--- src/esde_pkg.sv ---
// shared types and constants of the encoder speed and distance estimator
package esde_pkg;

	localparam int TICK_W  = 32;
	localparam int PULSE_W = 32;
	localparam int DIST_W  = 48;
	localparam int DPP_W   = 24;
	localparam int MUL_A_W = 32;
	localparam int MUL_B_W = 24;
	localparam int MUL_P_W = MUL_A_W + MUL_B_W;
	localparam int DEN_W   = 32;
	localparam int QUOT_W  = 48;

	localparam logic [DPP_W-1:0] DPP_RESET = 24'd65536;

	localparam logic signed [DIST_W-1:0] SAT_MAX = {1'b0, {(DIST_W-1){1'b1}}};
	localparam logic signed [DIST_W-1:0] SAT_MIN = {1'b1, {(DIST_W-1){1'b0}}};

	// result status codes
	localparam logic [1:0] ST_UPDATED = 2'd0;
	localparam logic [1:0] ST_SKIPPED = 2'd1;
	localparam logic [1:0] ST_RESET   = 2'd2;

	// divider result: truncated quotient and sticky overflow
	typedef struct packed {
		logic               ovf;
		logic [QUOT_W-1:0] mag;
	} quot_t;

endpackage

--- src/esde_mul.sv ---
// shared unsigned multiplier with registered product
module esde_mul (
	input  logic                         clk,
	input  logic [esde_pkg::MUL_A_W-1:0] a,
	input  logic [esde_pkg::MUL_B_W-1:0] b,
	output logic [esde_pkg::MUL_P_W-1:0] p_s1
);

	always_ff @(posedge clk) begin
		p_s1 <= esde_pkg::MUL_P_W'(a) * esde_pkg::MUL_P_W'(b);
	end

endmodule

--- src/esde_div.sv ---
// iterative restoring divider, one quotient bit per cycle
module esde_div #(
	parameter int NUM_W = 66
) (
	input  logic                       clk,
	input  logic                       arst_n,
	input  logic                       start,
	input  logic [NUM_W-1:0]           num,
	input  logic [esde_pkg::DEN_W-1:0] den,
	output logic                       done,
	output esde_pkg::quot_t            quot
);

	localparam int CNT_W = (NUM_W > 1) ? $clog2(NUM_W) : 1;

	typedef enum logic {
		DV_IDLE,
		DV_RUN
	} dv_state_t;

	dv_state_t                   state_q;
	logic [CNT_W-1:0]            cnt_q;
	logic                        done_q;
	logic [NUM_W-1:0]            num_q;
	logic [esde_pkg::DEN_W-1:0]  den_q;
	logic [esde_pkg::DEN_W-1:0]  rem_q;
	logic [esde_pkg::QUOT_W-1:0] q_q;
	logic                        ovf_q;

	logic [esde_pkg::DEN_W:0]    trial;
	logic [esde_pkg::DEN_W:0]    diff;
	logic                        fits;

	// shift in the next numerator bit and try the subtract
	assign trial = {rem_q, num_q[NUM_W-1]};
	assign diff  = trial - {1'b0, den_q};
	assign fits  = trial >= {1'b0, den_q};

	always_ff @(posedge clk or negedge arst_n) begin
		if (!arst_n) begin
			state_q <= DV_IDLE;
			cnt_q   <= '0;
			done_q  <= 1'b0;
		end else begin
			done_q <= 1'b0;
			case (state_q)
				DV_IDLE: begin
					if (start) begin
						cnt_q   <= CNT_W'(NUM_W - 1);
						state_q <= DV_RUN;
					end
				end
				DV_RUN: begin
					if (cnt_q == '0) begin
						done_q  <= 1'b1;
						state_q <= DV_IDLE;
					end else begin
						cnt_q <= cnt_q - 1'b1;
					end
				end
				default: state_q <= DV_IDLE;
			endcase
		end
	end

	always_ff @(posedge clk) begin
		if (state_q == DV_IDLE && start) begin
			num_q <= num;
			den_q <= den;
			rem_q <= '0;
			q_q   <= '0;
			ovf_q <= 1'b0;
		end else if (state_q == DV_RUN) begin
			num_q <= num_q << 1;
			rem_q <= fits ? diff[esde_pkg::DEN_W-1:0] : trial[esde_pkg::DEN_W-1:0];
			q_q   <= {q_q[esde_pkg::QUOT_W-2:0], fits};
			ovf_q <= ovf_q | q_q[esde_pkg::QUOT_W-1];
		end
	end

	assign done     = done_q;
	assign quot.ovf = ovf_q;
	assign quot.mag = q_q;

endmodule

--- src/encoder_speed_distance_estimator_unit.sv ---
// top level of the quadrature encoder speed and distance estimator
// Encoder speed and distance estimator (M-method). Each input word is either an
// update (func 0: counter sample plus millisecond timestamp) or a reset of the totals
// (func 1). An update takes the wrapping signed counter difference, adds it to the
// wrapping 32-bit pulse total, scales it by distance_per_pulse (Q8.16 cm, to be
// written through cfg_wen/cfg_wdata while idle by the user; the block does not
// enforce this) into a saturating 48-bit Q.16 distance total, and sets speed to
// step * TICKS_PER_SECOND / elapsed ticks, truncated toward zero and saturated. An
// update with no elapsed tick changes nothing and reports skipped. Each input word
// gives exactly one result word holding the state after it. One word is in flight at
// a time, in_ready is low while it is worked on. A reset or skipped word passes
// through S_FIN into the result register, and in_ready is high again in the cycle
// its result shows. An update is finished by the bit-serial divider on an NUM_W-bit
// dividend, NUM_W = 56 + clog2(TICKS_PER_SECOND + 1); one 32x24 multiplier is reused
// for the distance step and for the two partial products of the speed numerator. A
// result word still waiting for out_ready holds the finished word back in S_FIN.
module encoder_speed_distance_estimator_unit #(
	parameter int COUNTER_BITS     = 16,
	parameter int TICKS_PER_SECOND = 1000
) (
	input  logic                                 clk,
	input  logic                                 arst_n,
	// configuration
	input  logic                                 cfg_wen,
	input  logic [esde_pkg::DPP_W-1:0]           cfg_wdata,
	// input words
	input  logic                                 in_valid,
	output logic                                 in_ready,
	input  logic                                 func,
	input  logic [15:0]                          counter_value,
	input  logic [esde_pkg::TICK_W-1:0]          tick_ms,
	// result words
	output logic                                 out_valid,
	input  logic                                 out_ready,
	output logic [1:0]                           status,
	output logic signed [esde_pkg::PULSE_W-1:0]  pulse_total,
	output logic signed [esde_pkg::DIST_W-1:0]   distance_total,
	output logic signed [esde_pkg::DIST_W-1:0]   speed
);

	// width of the tick rate and of the dividend
	localparam int TPS_W  = $clog2(TICKS_PER_SECOND + 1);
	localparam int NUM_W  = esde_pkg::MUL_P_W + TPS_W;
	localparam int WIDE_W = esde_pkg::MUL_P_W + esde_pkg::MUL_A_W;
	localparam int SUM_W  = esde_pkg::MUL_P_W + 2;
	localparam int HI_W   = esde_pkg::MUL_P_W - esde_pkg::MUL_A_W;
	localparam logic [esde_pkg::MUL_B_W-1:0] TPS_B = esde_pkg::MUL_B_W'(TICKS_PER_SECOND);

	typedef enum logic [2:0] {
		S_IDLE,
		S_MUL_STEP,
		S_ACC,
		S_MUL_LO,
		S_MUL_HI,
		S_DIV,
		S_FIN
	} state_t;

	state_t state_q;

	// configuration register
	logic [esde_pkg::DPP_W-1:0] dpp_q;

	// block state
	logic [COUNTER_BITS-1:0]             prev_sample_q;
	logic [esde_pkg::TICK_W-1:0]         prev_tick_q;
	logic signed [esde_pkg::PULSE_W-1:0] pulse_q;
	logic signed [esde_pkg::DIST_W-1:0]  dist_q;
	logic signed [esde_pkg::DIST_W-1:0]  speed_q;
	logic [1:0]                          code_q;

	// result register
	logic                                out_valid_q;
	logic [1:0]                          out_status_q;
	logic signed [esde_pkg::PULSE_W-1:0] out_pulse_q;
	logic signed [esde_pkg::DIST_W-1:0]  out_dist_q;
	logic signed [esde_pkg::DIST_W-1:0]  out_speed_q;

	// per-word working registers
	logic [COUNTER_BITS-1:0]             delta_q;
	logic [COUNTER_BITS-1:0]             sample_q;
	logic [esde_pkg::TICK_W-1:0]         tick_q;
	logic [esde_pkg::TICK_W-1:0]         dt_q;
	logic [HI_W-1:0]                     mag_hi_q;
	logic [esde_pkg::MUL_P_W-1:0]        p_lo_q;

	// datapath nets
	logic [COUNTER_BITS-1:0]             sample;
	logic [COUNTER_BITS-1:0]             delta;
	logic [esde_pkg::TICK_W-1:0]         dt;
	logic                                neg;
	logic [COUNTER_BITS-1:0]             abs_delta;
	logic [esde_pkg::MUL_A_W-1:0]        mul_a;
	logic [esde_pkg::MUL_B_W-1:0]        mul_b;
	logic [esde_pkg::MUL_P_W-1:0]        mul_p;
	logic signed [SUM_W-1:0]             step;
	logic signed [SUM_W-1:0]             dist_sum;
	logic [SUM_W-esde_pkg::DIST_W:0]     dist_top;
	logic signed [esde_pkg::DIST_W-1:0]  dist_next;
	logic [WIDE_W-1:0]                   wide_num;
	logic                                div_start;
	logic                                div_done;
	esde_pkg::quot_t                     quot;
	logic                                quot_big;
	logic signed [esde_pkg::DIST_W-1:0]  speed_next;
	logic                                accept;
	logic                                load_out;

	assign accept = in_valid && in_ready;

	// wrapping counter difference and elapsed ticks
	assign sample = COUNTER_BITS'(counter_value);
	assign delta  = sample - prev_sample_q;
	assign dt     = tick_ms - prev_tick_q;

	// pulse magnitude for the unsigned multiplier
	assign neg       = delta_q[COUNTER_BITS-1];
	assign abs_delta = neg ? (~delta_q + 1'b1) : delta_q;

	// shared multiplier operands: step, then low and high speed partial products
	always_comb begin
		case (state_q)
			S_MUL_STEP: begin
				mul_a = esde_pkg::MUL_A_W'(abs_delta);
				mul_b = dpp_q;
			end
			S_ACC: begin
				mul_a = mul_p[esde_pkg::MUL_A_W-1:0];
				mul_b = TPS_B;
			end
			S_MUL_LO: begin
				mul_a = esde_pkg::MUL_A_W'(mag_hi_q);
				mul_b = TPS_B;
			end
			default: begin
				mul_a = '0;
				mul_b = '0;
			end
		endcase
	end

	esde_mul u_mul (
		.clk  (clk),
		.a    (mul_a),
		.b    (mul_b),
		.p_s1 (mul_p)
	);

	// signed distance step and saturating total, valid in S_ACC
	assign step      = neg ? -$signed({2'b00, mul_p}) : $signed({2'b00, mul_p});
	assign dist_sum  = SUM_W'(dist_q) + step;
	assign dist_top  = dist_sum[SUM_W-1:esde_pkg::DIST_W-1];
	assign dist_next = (&dist_top || ~|dist_top) ? dist_sum[esde_pkg::DIST_W-1:0]
		: (dist_sum[SUM_W-1] ? esde_pkg::SAT_MIN : esde_pkg::SAT_MAX);

	// dividend = step magnitude * tick rate, assembled in S_MUL_HI
	assign wide_num  = WIDE_W'(p_lo_q) + {mul_p, esde_pkg::MUL_A_W'(0)};
	assign div_start = (state_q == S_MUL_HI);

	esde_div #(
		.NUM_W (NUM_W)
	) u_div (
		.clk    (clk),
		.arst_n (arst_n),
		.start  (div_start),
		.num    (wide_num[NUM_W-1:0]),
		.den    (dt_q),
		.done   (div_done),
		.quot   (quot)
	);

	// speed sign and saturation
	assign quot_big   = quot.ovf | quot.mag[esde_pkg::QUOT_W-1];
	assign speed_next = neg ? (quot_big ? esde_pkg::SAT_MIN : -$signed(quot.mag))
		: (quot_big ? esde_pkg::SAT_MAX : $signed(quot.mag));

	assign load_out = (state_q == S_FIN) && (!out_valid_q || out_ready);

	always_ff @(posedge clk or negedge arst_n) begin
		if (!arst_n) begin
			dpp_q <= esde_pkg::DPP_RESET;
		end else if (cfg_wen) begin
			dpp_q <= cfg_wdata;
		end
	end

	// sequencer, block state and result register
	always_ff @(posedge clk or negedge arst_n) begin
		if (!arst_n) begin
			state_q       <= S_IDLE;
			prev_sample_q <= '0;
			prev_tick_q   <= '0;
			pulse_q       <= '0;
			dist_q        <= '0;
			speed_q       <= '0;
			code_q        <= esde_pkg::ST_UPDATED;
			out_valid_q   <= 1'b0;
			out_status_q  <= esde_pkg::ST_UPDATED;
			out_pulse_q   <= '0;
			out_dist_q    <= '0;
			out_speed_q   <= '0;
		end else begin
			// result word valid: set on load, cleared once taken
			if (load_out) begin
				out_valid_q <= 1'b1;
			end else if (out_ready) begin
				out_valid_q <= 1'b0;
			end
			case (state_q)
				S_IDLE: begin
					if (accept) begin
						if (func) begin
							// clear totals and restart the time base
							pulse_q       <= '0;
							dist_q        <= '0;
							speed_q       <= '0;
							prev_sample_q <= '0;
							prev_tick_q   <= tick_ms;
							code_q        <= esde_pkg::ST_RESET;
							state_q       <= S_FIN;
						end else if (dt == '0) begin
							code_q  <= esde_pkg::ST_SKIPPED;
							state_q <= S_FIN;
						end else begin
							state_q <= S_MUL_STEP;
						end
					end
				end
				S_MUL_STEP: state_q <= S_ACC;
				S_ACC: begin
					pulse_q       <= pulse_q + esde_pkg::PULSE_W'($signed(delta_q));
					prev_sample_q <= sample_q;
					dist_q        <= dist_next;
					state_q       <= S_MUL_LO;
				end
				S_MUL_LO: state_q <= S_MUL_HI;
				S_MUL_HI: state_q <= S_DIV;
				S_DIV: begin
					if (div_done) begin
						speed_q     <= speed_next;
						prev_tick_q <= tick_q;
						code_q      <= esde_pkg::ST_UPDATED;
						state_q     <= S_FIN;
					end
				end
				S_FIN: begin
					if (load_out) begin
						out_status_q <= code_q;
						out_pulse_q  <= pulse_q;
						out_dist_q   <= dist_q;
						out_speed_q  <= speed_q;
						state_q      <= S_IDLE;
					end
				end
				default: state_q <= S_IDLE;
			endcase
		end
	end

	// per-word operands, no reset needed
	always_ff @(posedge clk) begin
		if (accept) begin
			delta_q  <= delta;
			sample_q <= sample;
			tick_q   <= tick_ms;
			dt_q     <= dt;
		end
		if (state_q == S_ACC) begin
			mag_hi_q <= mul_p[esde_pkg::MUL_P_W-1:esde_pkg::MUL_A_W];
		end
		if (state_q == S_MUL_LO) begin
			p_lo_q <= mul_p;
		end
	end

	assign in_ready       = (state_q == S_IDLE);
	assign out_valid      = out_valid_q;
	assign status         = out_status_q;
	assign pulse_total    = out_pulse_q;
	assign distance_total = out_dist_q;
	assign speed          = out_speed_q;

endmodule

--- config.mk ---
export PLATFORM = sky130hd
export DESIGN_NAME = encoder_speed_distance_estimator_unit
export DESIGN_NICKNAME = d
export VERILOG_FILES = /design/src/esde_pkg.sv /design/src/esde_mul.sv /design/src/esde_div.sv /design/src/encoder_speed_distance_estimator_unit.sv
export SDC_FILE = /design/constraint.sdc
export NUM_CORES = 2
export LEC_CHECK = 0
export BUFFER_PORTS_ARGS = -buffer_cell sky130_fd_sc_hd__buf_2
export CORE_ASPECT_RATIO = 1.4
export CORE_UTILIZATION = 55
export DETAILED_ROUTE_END_ITERATION = 7
export PLACE_DENSITY = 0.73
export SETUP_SLACK_MARGIN = 0.02
export SYNTH_ARGS = -nofsm -noshare
export SYNTH_HDL_FRONTEND = slang
export SYNTH_SLANG_ARGS = --single-unit
--- constraint.sdc ---
create_clock -name clk -period 10.4 [get_ports clk]
set_input_delay 2.6 -clock clk [delete_from_list [all_inputs] [get_ports clk]]
set_output_delay 2.6 -clock clk [all_outputs]
set_load 0.01 [all_outputs]
=== Word level (Yosys, flattened, before mapping) ===
Index checks and enable logic that the tools add are counted.

* Logic and storage cells: 127
* Output and inout port bits: 132
* Register bits after elaboration: 756
* Input bits: 78

* Reductions and logical operators: 23
* Bitwise logic cells: 3
* Add/sub/neg operators: 10
* Muxes and demuxes: 48
* Equality and inequality tests: 13
* Multiply operators: 1
* $lt $le $gt $ge: 1

{| class="wikitable"
|+ Operators with widths
! operator !! number
|-
| 48-bit 2-to-1 mux || 8
|-
| 32-bit 2-to-1 mux || 6
|-
| 48-bit one-hot mux with 2 select lines || 2
|-
| 66-bit 2-to-1 mux || 2
|-
| 32-bit one-hot mux with 2 select lines || 2
|-
| 32-bit one-hot mux with 3 select lines || 1
|-
| 56-bit by 66-bit adder with 66-bit output || 1
|-
| 32-bit subtractor || 2
|-
| 48-bit by 58-bit adder with 58-bit output || 1
|-
| 58-bit 2-to-1 mux || 1
|-
| 56-bit negation with 58-bit output || 1
|-
| 32-bit by 24-bit multiplier with 56-bit output || 1
|-
| 16-bit 2-to-1 mux || 3
|-
| 48-bit negation || 1
|-
| 24-bit one-hot mux with 2 select lines || 1
|-
| 33-bit by 32-bit >= comparator with 1-bit output || 1
|-
| 32-bit by 16-bit adder with 32-bit output || 1
|-
| 32-bit zero test || 1
|-
| 16-bit one-hot mux with 2 select lines || 1
|-
| 3-bit one-hot mux with 7 select lines || 1
|-
| 16-bit by 1-bit adder with 16-bit output, second input constant || 1
|-
| 16-bit NOT || 1
|-
| 16-bit subtractor || 1
|-
| 3-bit 2-to-1 mux || 5
|-
| other kinds (27) || 53
|}

=== Depth between registers and ports, before layout ===
* Word-level depth: 8
* Mapped depth: 38
* Depth with buffers taken out: 36

=== Modules after synthesis ===
Synthesis repeated with hierarchy kept, for this count alone.

* Cell total of the unflattened synthesis: 6,835
* Area, all modules: 65,302.6 sq um

{| class="wikitable"
|+ Modules (own cells, without submodules)
! module !! cells an instance !! times used !! area an instance (sq um) !! sequential area each (sq um)
|-
| encoder_speed_distance_estimator_unit || 2,972 || 1 || 30,300.3 || 13,694.4
|-
| esde_mul || 2,900 || 1 || 26,023.7 || 1,121.1
|-
| esde_div || 963 || 1 || 8,978.6 || 4,789.6
|}

=== Worst setup path after synthesis ===
Ideal clock, no wire load.

* Kind: flip-flop to flip-flop
* Start: register state_q[1]
* End: register u_mul.p_s1[42] in the netlist's numbering
* Buffers on the path: 4
* Cell stages (with the launch flop): 31
* Setup time: 0.072 ns
* Data required time: 10.328 ns
* Slack: 0.795 ns
* Arrival: 9.533 ns
* Clock period less this slack: 9.605 ns
* Cell sequence: dfrtp_1 > clkbuf_1 > and3b_1 > clkbuf_1 > clkbuf_1 > clkbuf_1 > a22oi_1 > fa_1 > inv_1 > fa_1 > fa_1 > inv_1 > fa_1 > inv_1 > fa_1 > fa_1 > inv_1 > fa_1 > inv_1 > ha_1 > a21oi_1 > o21bai_1 > a21o_1 > or3_1 > a221o_1 > a31o_2 > o21ai_0 > o31ai_1 > a21o_1 > a21oi_1 > xnor2_1

* Word-level cells in the longest chain between the ends: 4
* Elaborated cells on any way between the ends: 7
* Classes of those cells: 1 x mul; 3 x eq/ne; 2 x mux; 1 x reduce/logical

{| class="wikitable"
|+ RTL lines
! what !! RTL line !! source
|-
| from (decl) || encoder_speed_distance_estimator_unit.sv:59 || <nowiki>state_t state_q;</nowiki>
|-
| from (signal assigned) || encoder_speed_distance_estimator_unit.sv:190 || <nowiki>state_q <= S_IDLE;</nowiki>
|-
| from (signal assigned) || encoder_speed_distance_estimator_unit.sv:220 || <nowiki>state_q <= S_FIN;</nowiki>
|-
| from (signal assigned) || encoder_speed_distance_estimator_unit.sv:223 || <nowiki>state_q <= S_FIN;</nowiki>
|-
| 3-bit by 2-bit == test with 1-bit output || encoder_speed_distance_estimator_unit.sv:122 || <nowiki>case (state_q)</nowiki>
|-
| 2-bit OR reduction (no source line) || n/a ||
|-
| 24-bit one-hot mux with 2 select lines || encoder_speed_distance_estimator_unit.sv:122 ||
|-
| 32-bit by 24-bit multiplier with 56-bit output * || esde_mul.sv:10 || <nowiki>p_s1 <= esde_pkg::MUL_P_W'(a) * esde_pkg::MUL_P_W'(b);</nowiki>
|-
| to (signal assigned) || esde_mul.sv:10 ||
|-
| to (decl) || esde_mul.sv:6 || <nowiki>output logic [esde_pkg::MUL_P_W-1:0] p_s1</nowiki>
|}

Mark *: on every way between the ends. The rest lies on a longest branch, timed or not.
A chain may end at the register's enable or synchronous reset.

=== Worst setup path in the final report ===
* Start: register state_q[0]
* End: register u_mul.p_s1[42] in the netlist's numbering

The elaborated chain is that of the path after synthesis.

==> impl_metrics.csv <==
group,metric,value,unit
worst_setup_path,critPathRequiredTime,11030,ps
logic_synthesis,postSynth.asyncResetShare,45.63,%
placed_design,port_buffers,209,
worst_setup_path,endpoint_kind,"register",
worst_setup_path,crit_type,"reg -> reg",
flow_run,maxCapViolCount,0,
drt,wl_met2,81750,µm
power_and_ir_drop,cellPowerDensity,222.8,nW/µm²
layout,stdcell_count,8071,
worst_setup_path,reg2reg_depth,31,
drt,dr.first_iter.drc_count,3284,
cts,clockRootBuffer,"clkbuf_16",
logic_synthesis,synth_compound_area_share,12.74,%
layout,fin_nets,7661,
sta,finalClockSkew,40.70,ps
cts,htreeDepth,3,
drt,drc_errors,0,
die,die_area,113000,µm²
die,die_h,397.4,µm
worst_setup_path,crit_slowest_cell,"buf_4",
placed_design,dp_cells,7921,
layout,area_growth,10.66,%
logic_synthesis,avgSynthCellArea,10.03,µm²
logic_synthesis,synth_top_family_by_area,"adder cells",
placed_design,dpl_worst_slack,134.1,ps
cts,path_clk_slew,60,ps
cts,ctsResizeCount,0,
worst_setup_path,r2r-start,"state_q[0]$_DFFE_PN0P_",
sta,fmax,0.1025,GHz
die,die_w,284.4,µm
cts,cts_tree,"built",
sta,slew_viol_final,0,
logic_synthesis,yosysTopAreaCell,"fa_1",
die,core-area,110400,µm²
global_routing,first_global_vias,47540,
cts,clockBufferDepth,3,
sta,fin_crit,9754,ps
drt,met1_length,61430,µm
cts,worstSkewPairLatency,710,ps
worst_setup_path,critPathMaxFanout,50,
drt,postRouteAntennaNets,0,
global_routing,antenna_found_initial,1,
die,row_count,144,
sta,postLayoutSetupSlackWorst,646.3,ps
drt,wl_met3,9958,µm
die,num_io_pins,210,
logic_synthesis,yosysSeqAreaShare,31.93,%
logic_synthesis,synth-edff-count,274,
cts,cts.hold.buffers_added,0,
min_path,hold_class,"reg -> reg",
drt,avgViaCountPerCell,5.647,
cts,clkSinkCount,756,
global_routing,grt_pass1_wl,258500,µm
sta,tns,0,ps
worst_setup_path,rrSetupSlack,650,ps
worst_setup_path,critical-path-max-stage-delay,660,ps
drt,dr.pass1.iters,7,
worst_setup_path,cpLargestDelayFamily,"adder cells",
logic_synthesis,syn_inst,6125,
worst_setup_path,timing.rr.end,"u_mul.p_s1[42]$_DFF_P_",
logic_synthesis,synth_mux_area_share,3.507,%
run_status,outcome,"finished, final reports clean",
min_path,min_to,"u_div.den_q[4]$_DFFE_PP_",
logic_synthesis,synth-xor-area-share,4.536,%
power_and_ir_drop,max-vdd-ir-drop,0.4952,mV
global_routing,track_usage,29.64,%
logic_synthesis,synth_ff_type,"dfrtp_1",
placed_design,gp_congestion,0.9473,
cts,post_cts_buffers,0,
min_path,hold_depth,0,
global_routing,grt_max_degree,118,
die,start_util,55.60,%
logic_synthesis,yosys.area_share.adder,29.31,%
sta,worstMarginPinSlew,1259,ps
sta,rsz0062_at_grt,"false",
cts,cts_buffers,79,
drt,drt_wl_total,164800,µm
worst_setup_path,cp.arrival,10380,ps
drt,wl_per_cell,20.42,µm
logic_synthesis,yosysTopAreaCellShare,21.65,%
worst_setup_path,path_buf_inv,11,
worst_setup_path,cp-start-kind,"register",
min_path,hp-start,"dt_q[4]$_DFFE_PP_",
worst_setup_path,critPathMostFrequentCell,"fa_1",
layout,nFillCells,9217,
placed_design,hpwl,126400,µm
drt,num_vias,45580,
sta,hold_viol_final,0,
sta,slew-limit-headroom,15.73,%
sta,setup_violations,0,
logic_synthesis,synthSimpleGateAreaFrac,10.81,%
logic_synthesis,ys_ff_latch,756,
sta,period_share,93.79,%
logic_synthesis,syn-cell-area,61410,µm²
power_and_ir_drop,power_leakage,33.07,nW
logic_synthesis,synth_cell_types,91,
drt,top_layer_used,"met5",
layout,drive_gt1_share,9.985,%
power_and_ir_drop,p_total,15.14,mW
logic_synthesis,synth_area_leaders,"fa_1 22%, dfrtp_1 14%, edfxtp_1 13%",
logic_synthesis,synth_warnings,0,
global_routing,grt_remaining_overflow,0,
==> worst max-delay path by stage <==
stage | from | endpoint | cells past startpoint
after floorplan | state_q[1]$_DFFE_PN0P_ | u_mul.p_s1[42]$_DFF_P_ | 30
after global placement | delta_q[5]$_DFFE_PP_ | u_mul.p_s1[43]$_DFF_P_ | 32
after detailed placement | delta_q[5]$_DFFE_PP_ | u_mul.p_s1[43]$_DFF_P_ | 32
after CTS | delta_q[5]$_DFFE_PP_ | u_mul.p_s1[43]$_DFF_P_ | 32
after global routing | delta_q[4]$_DFFE_PP_ | u_mul.p_s1[43]$_DFF_P_ | 33
final | state_q[0]$_DFFE_PN0P_ | u_mul.p_s1[42]$_DFF_P_ | 31
==> where the power goes <==
part,internal [mW],switching (mW),total (mW)
clock,1.76,1.30,3.06
sequential,3.44,0.355,3.80
combinational,3.50,4.78,8.28
total,8.70,6.43,15.1
==> metal layers <==
metal	up-vias	track usage [%]
met1	22650	34.08
met2	1487	51.45
met4	2	18.63
met3	502	4.880
met5	-	0
li1	20940	-
==> final cells by class <==
type	count	area, µm²	share of cell area (%)
tap	1460	1827	2.688
antenna	1	2.502	0.003683
clock buffer	97	2203	3.243
timing repair buffer	298	1722	2.534
multi-input combinational	4500	38550	56.74
clock inverter	51	626.9	0.9225
sequential	756	19610	28.85
inverter	908	3411	5.020
==> stage by stage <==
stage	cell area [µm²]	hold slack (ps)	utilization [%]
after floorplan	62480	400.3	-
after global placement	65110	401.4	58.95
after detailed placement	65110	404.5	58.95
after CTS	67940	419.7	61.52
after global routing	67950	420.2	61.52
final	67950	419.3	61.52
==> layout by cell type (no fill, tap or decap), types with 46 or more instances in the layout <==
cell type and instances:
edfxtp_1 274, xor2_1 102, buf_4 88, clkbuf_16 83, buf_2 209, nand2_1 669
nand2b_1 53, nor2_1 382, a22oi_1 51, xnor2_1 216, nand3_1 64, a21o_1 128
a21oi_1 221, dfrtp_1 343, fa_1 664, nor3_1 60, a22o_1 93, o31ai_1 46
inv_1 904, a221o_1 58, o21ai_0 312, mux2_2 161, dfxtp_1 137, ha_1 376
conb_1 288
==> synth_stat cells (all sizes together) (9+ instances only) <==
master / n
mux2i: 34
a22o: 93
or3: 48
and3: 23
edfxtp: 274
xnor2: 216
a211o: 9
nor3: 62
a221o: 58
a21oi: 224
a221oi: 21
dfxtp: 137
ha: 376
nand4: 27
inv: 907
nor2b: 35
o21bai: 46
a211oi: 27
o41ai: 13
o22ai: 10
buf: 26
or4: 13
a21o: 128
mux2: 161
nor4: 27
a21boi: 11
a31oi: 23
nor2: 385
o21ai: 319
nand2: 671
a22oi: 51
nand2b: 54
fa: 664
xor2: 102
o31ai: 46
o21a: 31
and2: 35
nand3: 65
or2: 21
clkbuf: 221
dfrtp: 344
==> kinds of logic after synthesis <==
family          count (synthesis)
simple gates                 1489
fa+ha+maj                    1040
mux                           195
compound gates               1170
xor+xnor                      318
other cells                     2
buf+inv                      1155
flops                         756
==> sequential cells by signal, summed over array words and instances (netlist names), 24 cells and up <==
signal          count
u_div.q_q          48
distance_total     48
prev_tick_q        32
mag_hi_q           24
pulse_q            32
dpp_q              24
speed_q            48
dt_q               32
speed              48
pulse_total        32
dist_q             48
u_div.rem_q        32
u_div.den_q        32
p_lo_q             56
u_mul.p_s1         56
tick_q             32
u_div.num_q        66
Note: power is estimated with default switching activity, not from simulation.
